### src/setc_pkg.sv
package setc_pkg;

   localparam int unsigned DividendWidth = 64;
   localparam int unsigned DivisorWidth  = 32;
   localparam int unsigned CountWidth    = $clog2(DividendWidth + 1);

   localparam logic [26:0] PixClock     = 27'd74250000;
   localparam logic [26:0] GainTen      = 27'd10;
   localparam logic [8:0]  GainCap      = 9'd480;
   localparam logic [19:0] FrameMin     = 20'h0044c;
   localparam logic [19:0] FrameMax     = 20'hfffff;
   localparam logic [19:0] FrameDefault = 20'd1125;
   localparam logic [19:0] CoarseMargin = 20'd5;
   localparam logic [13:0] AddrGainLo   = 14'h3204;
   localparam logic [13:0] AddrVmax     = 14'h3010;
   localparam logic [13:0] AddrShs      = 14'h308d;
   localparam logic [3:0]  TopMask      = 4'hf;

   typedef enum logic [1:0] {
      OP_GAIN     = 2'd0,
      OP_EXPOSURE = 2'd1,
      OP_RATE     = 2'd2,
      OP_UNUSED   = 2'd3
   } op_type;

   typedef enum logic [2:0] {
      REG_GAIN_MIN    = 3'd0,
      REG_GAIN_MAX    = 3'd1,
      REG_GAIN_SCALE  = 3'd2,
      REG_RATE_SCALE  = 3'd3,
      REG_LINE_CLOCKS = 3'd4,
      REG_TIME_SCALE  = 3'd5,
      REG_SPARE6      = 3'd6,
      REG_SPARE7      = 3'd7
   } reg_index_type;

   typedef enum logic [2:0] {
      ST_IDLE,
      ST_MUL,
      ST_DSTART1,
      ST_DWAIT1,
      ST_DSTART2,
      ST_DWAIT2,
      ST_CALC,
      ST_EMIT
   } state_type;

   typedef struct packed {
      logic                            start;
      logic [DividendWidth-1:0]        dividend;
      logic [DivisorWidth-1:0]         divisor;
   } div_req_type;

   typedef struct packed {
      logic                            done;
      logic [DividendWidth-1:0]        quotient;
   } div_rsp_type;

endpackage

### src/setc_div.sv
module setc_div (
   input  logic                 clock,
   input  logic                 reset,
   input  setc_pkg::div_req_type div_req,
   output setc_pkg::div_rsp_type div_rsp
);

   logic [setc_pkg::DividendWidth-1:0] quo_ff, quo_in;
   logic [setc_pkg::DivisorWidth-1:0]  rem_ff, rem_in;
   logic [setc_pkg::DivisorWidth-1:0]  dsr_ff;
   logic [setc_pkg::CountWidth-1:0]    cnt_ff, cnt_in;
   logic                               done_ff, done_in;
   logic [setc_pkg::DivisorWidth:0]    trial;
   logic                               ge;

   // One quotient bit is settled per cycle by a restoring step.
   always_comb begin
      trial   = {rem_ff, quo_ff[setc_pkg::DividendWidth-1]};
      ge      = (trial >= {1'b0, dsr_ff});
      quo_in  = {quo_ff[setc_pkg::DividendWidth-2:0], ge};
      rem_in  = ge ? setc_pkg::DivisorWidth'(trial - {1'b0, dsr_ff})
                   : trial[setc_pkg::DivisorWidth-1:0];
      cnt_in  = cnt_ff - setc_pkg::CountWidth'(1);
      done_in = (cnt_ff == setc_pkg::CountWidth'(1));
   end

   always_ff @(posedge clock) begin
      if (reset) begin
         cnt_ff  <= '0;
         done_ff <= 1'b0;
      end else if (div_req.start) begin
         cnt_ff  <= setc_pkg::CountWidth'(setc_pkg::DividendWidth);
         done_ff <= 1'b0;
      end else if (cnt_ff != '0) begin
         cnt_ff  <= cnt_in;
         done_ff <= done_in;
      end else begin
         done_ff <= 1'b0;
      end
   end

   always_ff @(posedge clock) begin
      if (div_req.start) begin
         quo_ff <= div_req.dividend;
         rem_ff <= '0;
         dsr_ff <= div_req.divisor;
      end else if (cnt_ff != '0) begin
         quo_ff <= quo_in;
         rem_ff <= rem_in;
      end
   end

   assign div_rsp.done     = done_ff;
   assign div_rsp.quotient = quo_ff;

endmodule

### src/sensor_exposure_timing_calc.sv
// A gain item passes through one division and a frame rate or exposure item through two; a
// rejected item shows its error result in the cycle after it is accepted.
// One item is handled at a time: a new item is taken only once the sequencer is idle again,
// and both divisions of an item use the single shared divider.
// Reset is synchronous and active high: it restores the register defaults, sets the
// frame length to 1125 and returns the sequencer to idle.
module sensor_exposure_timing_calc (
   input  logic        clock,
   input  logic        reset,
   input  logic        req_tvalid,
   output logic        req_tready,
   input  logic [31:0] req_tdata,   // value
   input  logic [1:0]  req_tuser,   // operation
   output logic        rsp_tvalid,
   input  logic        rsp_tready,
   output logic [23:0] rsp_tdata,   // reg_addr, reg_byte, zero padding
   output logic        rsp_tuser,   // bad_request
   output logic        rsp_tlast,
   input  logic        csr_valid,
   output logic        csr_ready,
   input  logic [2:0]  csr_index,
   input  logic [31:0] csr_data
);

   setc_pkg::state_type   state_ff, state_in;
   setc_pkg::op_type      op_ff;
   setc_pkg::div_req_type div_req;
   setc_pkg::div_rsp_type div_rsp;

   logic [15:0] gain_min_ff, gain_max_ff, line_clocks_ff;
   logic [9:0]  gain_scale_ff;
   logic [19:0] rate_scale_ff, time_scale_ff;
   logic [19:0] frame_lines_ff, frame_lines_in;
   logic [31:0] val_ff;
   logic [58:0] prod_ff;
   logic [63:0] quo_ff;
   logic [19:0] res_ff, res_in;
   logic        bad_ff;
   logic [1:0]  idx_ff;
   logic [1:0]  last_idx;
   logic [13:0] base;
   logic        req_bad;
   logic        accept;
   logic [31:0] mul_a;
   logic [26:0] mul_b;
   logic [15:0] gain_val;
   logic [19:0] limit, lines;
   logic [7:0]  byte_out;
   logic [13:0] addr_out;

   assign csr_ready = 1'b1;
   assign accept    = req_tvalid && req_tready;

   always_ff @(posedge clock) begin
      if (reset) begin
         gain_min_ff    <= 16'd0;
         gain_max_ff    <= 16'd480;
         gain_scale_ff  <= 10'd10;
         rate_scale_ff  <= 20'd1000000;
         line_clocks_ff <= 16'd1100;
         time_scale_ff  <= 20'd1000000;
      end else if (csr_valid && csr_ready) begin
         unique case (setc_pkg::reg_index_type'(csr_index))
            setc_pkg::REG_GAIN_MIN:    gain_min_ff    <= csr_data[15:0];
            setc_pkg::REG_GAIN_MAX:    gain_max_ff    <= csr_data[15:0];
            setc_pkg::REG_GAIN_SCALE:  gain_scale_ff  <= csr_data[9:0];
            setc_pkg::REG_RATE_SCALE:  rate_scale_ff  <= csr_data[19:0];
            setc_pkg::REG_LINE_CLOCKS: line_clocks_ff <= csr_data[15:0];
            setc_pkg::REG_TIME_SCALE:  time_scale_ff  <= csr_data[19:0];
            default: ;
         endcase
      end
   end

   always_comb begin
      unique case (setc_pkg::op_type'(req_tuser))
         setc_pkg::OP_GAIN:     req_bad = (gain_scale_ff == '0);
         setc_pkg::OP_RATE:     req_bad = (req_tdata == '0) || (line_clocks_ff == '0);
         setc_pkg::OP_EXPOSURE: req_bad = (time_scale_ff == '0) || (line_clocks_ff == '0);
         default:               req_bad = 1'b0;
      endcase
   end

   always_comb begin
      state_in = state_ff;
      unique case (state_ff)
         setc_pkg::ST_IDLE: begin
            if (accept) begin
               if (req_bad) begin
                  state_in = setc_pkg::ST_EMIT;
               end else if (setc_pkg::op_type'(req_tuser) != setc_pkg::OP_UNUSED) begin
                  state_in = setc_pkg::ST_MUL;
               end
            end
         end
         setc_pkg::ST_MUL:     state_in = setc_pkg::ST_DSTART1;
         setc_pkg::ST_DSTART1: state_in = setc_pkg::ST_DWAIT1;
         setc_pkg::ST_DWAIT1: begin
            if (div_rsp.done) begin
               state_in = (op_ff == setc_pkg::OP_GAIN) ? setc_pkg::ST_CALC
                                                        : setc_pkg::ST_DSTART2;
            end
         end
         setc_pkg::ST_DSTART2: state_in = setc_pkg::ST_DWAIT2;
         setc_pkg::ST_DWAIT2: begin
            if (div_rsp.done) begin
               state_in = setc_pkg::ST_CALC;
            end
         end
         setc_pkg::ST_CALC:    state_in = setc_pkg::ST_EMIT;
         setc_pkg::ST_EMIT: begin
            if (rsp_tready && rsp_tlast) begin
               state_in = setc_pkg::ST_IDLE;
            end
         end
         default:              state_in = setc_pkg::ST_IDLE;
      endcase
   end

   always_comb begin
      req_tready = (state_ff == setc_pkg::ST_IDLE);
      rsp_tvalid = (state_ff == setc_pkg::ST_EMIT);
      div_req.start    = (state_ff == setc_pkg::ST_DSTART1)
                      || (state_ff == setc_pkg::ST_DSTART2);
      div_req.dividend = (state_ff == setc_pkg::ST_DSTART1) ? {5'd0, prod_ff} : quo_ff;
      if (state_ff == setc_pkg::ST_DSTART1) begin
         unique case (op_ff)
            setc_pkg::OP_GAIN: div_req.divisor = {22'd0, gain_scale_ff};
            setc_pkg::OP_RATE: div_req.divisor = {16'd0, line_clocks_ff};
            default:           div_req.divisor = {12'd0, time_scale_ff};
         endcase
      end else begin
         div_req.divisor = (op_ff == setc_pkg::OP_RATE) ? val_ff : {16'd0, line_clocks_ff};
      end
   end

   setc_div u_div (
      .clock   (clock),
      .reset   (reset),
      .div_req (div_req),
      .div_rsp (div_rsp)
   );

   always_comb begin
      if (val_ff[15:0] < gain_min_ff && val_ff[31:16] == '0) begin
         gain_val = gain_min_ff;
      end else if (val_ff > {16'd0, gain_max_ff}) begin
         gain_val = gain_max_ff;
      end else begin
         gain_val = val_ff[15:0];
      end
      unique case (op_ff)
         setc_pkg::OP_GAIN: begin
            mul_a = {16'd0, gain_val};
            mul_b = setc_pkg::GainTen;
         end
         setc_pkg::OP_RATE: begin
            mul_a = {12'd0, rate_scale_ff};
            mul_b = setc_pkg::PixClock;
         end
         default: begin
            mul_a = val_ff;
            mul_b = setc_pkg::PixClock;
         end
      endcase
   end

   always_comb begin
      frame_lines_in = frame_lines_ff;
      limit = (frame_lines_ff > setc_pkg::CoarseMargin)
            ? frame_lines_ff - setc_pkg::CoarseMargin : '0;
      lines = (quo_ff > {44'd0, limit}) ? limit : quo_ff[19:0];
      if (lines == '0) begin
         lines = 20'd1;
      end
      unique case (op_ff)
         setc_pkg::OP_GAIN: begin
            res_in = (quo_ff > {55'd0, setc_pkg::GainCap}) ? {11'd0, setc_pkg::GainCap}
                                                           : quo_ff[19:0];
         end
         setc_pkg::OP_RATE: begin
            if (quo_ff < {44'd0, setc_pkg::FrameMin}) begin
               res_in = setc_pkg::FrameMin;
            end else if (quo_ff > {44'd0, setc_pkg::FrameMax}) begin
               res_in = setc_pkg::FrameMax;
            end else begin
               res_in = quo_ff[19:0];
            end
            frame_lines_in = res_in;
         end
         default: res_in = frame_lines_ff - lines - 20'd1;
      endcase
   end

   always_ff @(posedge clock) begin
      if (reset) begin
         state_ff       <= setc_pkg::ST_IDLE;
         frame_lines_ff <= setc_pkg::FrameDefault;
         bad_ff         <= 1'b0;
         idx_ff         <= '0;
      end else begin
         state_ff <= state_in;
         if (accept) begin
            bad_ff <= req_bad;
            idx_ff <= '0;
         end else if (state_ff == setc_pkg::ST_CALC) begin
            frame_lines_ff <= frame_lines_in;
         end else if (rsp_tvalid && rsp_tready) begin
            idx_ff <= idx_ff + 2'd1;
         end
      end
   end

   always_ff @(posedge clock) begin
      if (accept) begin
         op_ff  <= setc_pkg::op_type'(req_tuser);
         val_ff <= req_tdata;
      end
      if (state_ff == setc_pkg::ST_MUL) begin
         prod_ff <= {27'd0, mul_a} * {32'd0, mul_b};
      end
      if (div_rsp.done) begin
         quo_ff <= div_rsp.quotient;
      end
      if (state_ff == setc_pkg::ST_CALC) begin
         res_ff <= res_in;
      end
   end

   always_comb begin
      unique case (op_ff)
         setc_pkg::OP_GAIN: begin
            base     = setc_pkg::AddrGainLo;
            last_idx = 2'd1;
         end
         setc_pkg::OP_RATE: begin
            base     = setc_pkg::AddrVmax;
            last_idx = 2'd2;
         end
         default: begin
            base     = setc_pkg::AddrShs;
            last_idx = 2'd2;
         end
      endcase
      case (idx_ff)
         2'd0:    byte_out = res_ff[7:0];
         2'd1:    byte_out = res_ff[15:8];
         default: byte_out = {4'd0, res_ff[19:16] & setc_pkg::TopMask};
      endcase
      addr_out = base + {12'd0, idx_ff};
      if (bad_ff) begin
         rsp_tdata = '0;
         rsp_tlast = 1'b1;
      end else begin
         rsp_tdata = {2'd0, byte_out, addr_out};
         rsp_tlast = (idx_ff == last_idx);
      end
      rsp_tuser = bad_ff;
   end

endmodule

### config.mk
export PLATFORM = sky130hd
export DESIGN_NAME = sensor_exposure_timing_calc
export DESIGN_NICKNAME = d
export VERILOG_FILES = /design/src/setc_pkg.sv /design/src/setc_div.sv /design/src/sensor_exposure_timing_calc.sv
export SDC_FILE = /design/constraint.sdc
export NUM_CORES = 2
export LEC_CHECK = 0
export ABC_AREA = 1
export BUFFER_PORTS_ARGS = -buffer_cell sky130_fd_sc_hd__buf_4
export CORE_UTILIZATION = 59
export CTS_CLUSTER_DIAMETER = 100
export DETAILED_ROUTE_END_ITERATION = 16
export GPL_TIMING_DRIVEN = 0
export PLACE_DENSITY = 0.87
export SYNTH_ARGS = -nofsm -noshare
export SYNTH_HDL_FRONTEND = slang
export SYNTH_SLANG_ARGS = --single-unit
### constraint.sdc
create_clock -name clock -period 22.2 [get_ports clock]
set_input_delay 2.22 -clock clock [delete_from_list [all_inputs] [get_ports clock]]
set_output_delay 2.22 -clock clock [all_outputs]
set_load 0.01 [all_outputs]
==> impl_metrics.env <==
export IMPL_hold_ws_ps=445
export IMPL_totalWireLength_um=117000
export IMPL_syn_instance_count=4591
export IMPL_outcome="completed"
export IMPL_fin_crit_ps=9680
export IMPL_synth_top_family_by_area="adder cells"
export IMPL_syn_to_final_growth_pct=9.02
export IMPL_relSlewSlack_pct=2.39
export IMPL_crit_fanout=10
export IMPL_critPathLaunchType="register"
export IMPL_synth_commonest_cells="1,023 x inv_1, 685 x nand2_1, 415 x ha_1"
export IMPL_yosys_area_top_type="edfxtp_1"
export IMPL_max_freq_ghz=0.103
export IMPL_grt_pass1_vias=33500
export IMPL_portBuffers=82
export IMPL_synth_avg_cell_area_um2=8.55
export IMPL_start_util_pct=59.6
export IMPL_worstMarginPinSlew_ps=1460
export IMPL_cts_reportedPaths_clkPinSlew_ps=70
export IMPL_coreArea_um2=65900
export IMPL_maxCapViolations=0
export IMPL_arrival_ps=10030
export IMPL_ctsResizeCount=0
export IMPL_synth_adder_area_share_pct=32.1
export IMPL_yosys_cell_types_count=57
export IMPL_ys_flop_type="edfxtp_1"
export IMPL_post_dp_hpwl_um=96000
export IMPL_antenna_found_initial=3
export IMPL_drive_gt1_share_pct=4.71
export IMPL_required_ps=22550
export IMPL_overflow=0
export IMPL_clock_skew_ps=24.4
export IMPL_routedWlPerCell_um=20.6
export IMPL_min_path_type="reg -> reg"
export IMPL_path_class="reg -> reg"
export IMPL_yosys_area_top_type_share_pct=20.8
export IMPL_cts_tree="done"
export IMPL_die_width_um=260
export IMPL_rsz0062_at_grt="false"
export IMPL_route_vias_total=33000
export IMPL_async_reset_ff_share_pct=0
export IMPL_cts_made_buffers=46
export IMPL_finalHoldViolations=0
export IMPL_syn_area_um2=39300
export IMPL_tns_ps=0
export IMPL_period_share_pct=43.6
export IMPL_post_cts_buffers=0
export IMPL_cts_root_buf="clkbuf_16"
export IMPL_ys_seq_elements=436
export IMPL_yosysSeqAreaShare_pct=29.2
export IMPL_clock_latency_ps=610
export IMPL_rows=94
export IMPL_critPathCaptureType="register"
export IMPL_drc=0
export IMPL_firstDrtPassIters=6
export IMPL_pin_count=103
export IMPL_synth_compound_area_share_pct=12.1
export IMPL_gp_congestion=1.03
export IMPL_grt_use_total_pct=35.1
export IMPL_grt_pass1_wl_um=181000
export IMPL_die_height_um=260
export IMPL_synth_edf_count=272
export IMPL_synth_most_common_cell="inv_1"
export IMPL_vias_per_cell=5.80
export IMPL_setup_ws_ps=12520
export IMPL_antenna_left=0
export IMPL_cts_buffer_depth=3
export IMPL_placed_area_um2=41300
export IMPL_fin_area_um2=42800
export IMPL_cts_sinks=436
export IMPL_synth_xor_area_share_pct=1.81
export IMPL_nNetsFinal=5643
export IMPL_synthMuxAreaShare_pct=0
export IMPL_yosys_top_cells_area="edfxtp_1 21%, fa_1 19%, ha_1 13%"
export IMPL_slew_viol_final=0
export IMPL_fillers=5382
export IMPL_grt_max_degree=66
export IMPL_setup_viol=0
export IMPL_ys_warn_count=0
export IMPL_synth_simple_gate_area_share_pct=13.6
export IMPL_cts_hold_buf=0
export IMPL_preCtsSetupSlack_ps=12820
export IMPL_dr_first_iter_drc_count=3754
export IMPL_htree_levels=2
export IMPL_die_area_um2=67600
[state kept, by name (all words and copies together) (netlist names), 3 cells and up]
signal,flops
gain_scale_ff,10
gain_min_ff,16
u_div.dsr_ff,32
state_ff,3
quo_ff,64
u_div.rem_ff,32
u_div.cnt_ff,7
rate_scale_ff,20
line_clocks_ff,16
u_div.quo_ff,64
res_ff,20
val_ff,32
prod_ff,58
frame_lines_ff,20
gain_max_ff,16
time_scale_ff,20
[routing by layer]
metal	GRT usage [%]	share of wire [%]	vias up
li1	-	-	15100
met1	43.3	38	15700
met2	57.1	46	1699
met3	7.22	9.8	452
met4	20.5	6.4	2
met5	0	0.011	-
[area by class of cell]
type	count	area [um2]	area share (%)
multi-input combinational	3068	23700	55.3
sequential	436	11500	26.8
inverter	1029	3860	9.02
clock buffer	60	1220	2.86
tap	864	1080	2.52
timing repair buffer	91	741	1.73
buffer	111	515	1.20
clock inverter	25	251	0.587
antenna	6	15.0	0.0351
[worst paths after layout]
| kind | start | to | slack (ps) | depth (start not counted) |
|---|---|---|---|---|
| worst max-delay path | op_ff[1] | prod_ff[58] | 12520 | 27 |
| worst min-delay path | u_div.quo_ff[43] | quo_ff[43] | 440 | 0 |
| worst max register to register | op_ff[1] | prod_ff[58] | 12520 | 27 |
| worst min register to register | u_div.quo_ff[43] | quo_ff[43] | 440 | 0 |
[cell families (layout without fill, tap and decap cells)]
group	after synthesis	count (layout)
compound gates	858	858
fa+ha+maj	786	786
xor+xnor	81	81
buf+inv	1140	1316
other cells	2	61
simple gates	1288	1288
flops	436	436
[cell usage in the layout (no fill, tap or decap), types with 7 or more instances in the layout]
master / netlist / final
dfxtp_1: 164 / 163
fa_1: 371 / 371
nand4_1: 40 / 40
o21bai_1: 9 / 9
o221ai_1: 12 / 12
clkinv_1: 2 / 9
xor2_1: 44 / 44
o21ai_0: 323 / 319
a21boi_0: 8 / 8
conb_1: 2 / 55
ha_1: 415 / 415
inv_1: 1023 / 1022
clkbuf_1: 79 / 91
o22ai_1: 22 / 21
buf_2: 10 / 10
xnor2_1: 37 / 37
nand3_1: 117 / 117
nor2_2: 6 / 7
buf_4: 11 / 96
clkbuf_16: 0 / 46
buf_6: 6 / 8
nor4_1: 24 / 24
a21o_1: 18 / 18
a21oi_1: 322 / 322
nor3_1: 33 / 33
o211ai_1: 56 / 56
a211oi_1: 8 / 7
nand2_1: 685 / 685
a31oi_1: 28 / 28
o21ai_1: 23 / 27
nand3_2: 7 / 7
o21a_1: 8 / 8
nor2_1: 349 / 346
edfxtp_1: 272 / 272
[stage by stage]
stage | utilization, % | cells
6_report | 65.0 | 5690
4_1_cts | 65.0 | 5684
5_1_grt | 65.0 | 5684
3_3_place_gp | 62.5 | 5590
3_5_place_dp | 62.7 | 5599
2_1_floorplan | - | 4644
[critical path: stages, from the launching register on]
cell and delay [ps]:
edfxtp_1 620, inv_1 160, nor2_1 680, inv_1 220, clkbuf_1 350, clkbuf_1 450
o22ai_1 870, ha_1 470, fa_1 530, inv_1 60, fa_1 550, inv_1 60
fa_1 510, fa_1 440, fa_1 550, inv_1 70, fa_1 590, inv_1 60
ha_1 360, a21oi_1 200, a21boi_0 430, a21boi_0 240, o21bai_1 80, a21oi_1 290
o21ai_1 220, nand3_1 120, nand2_1 70, xor2_1 150
Power is not shown: default switching activity piles up to over one toggle a cycle in this logic, so the estimate is an artifact.
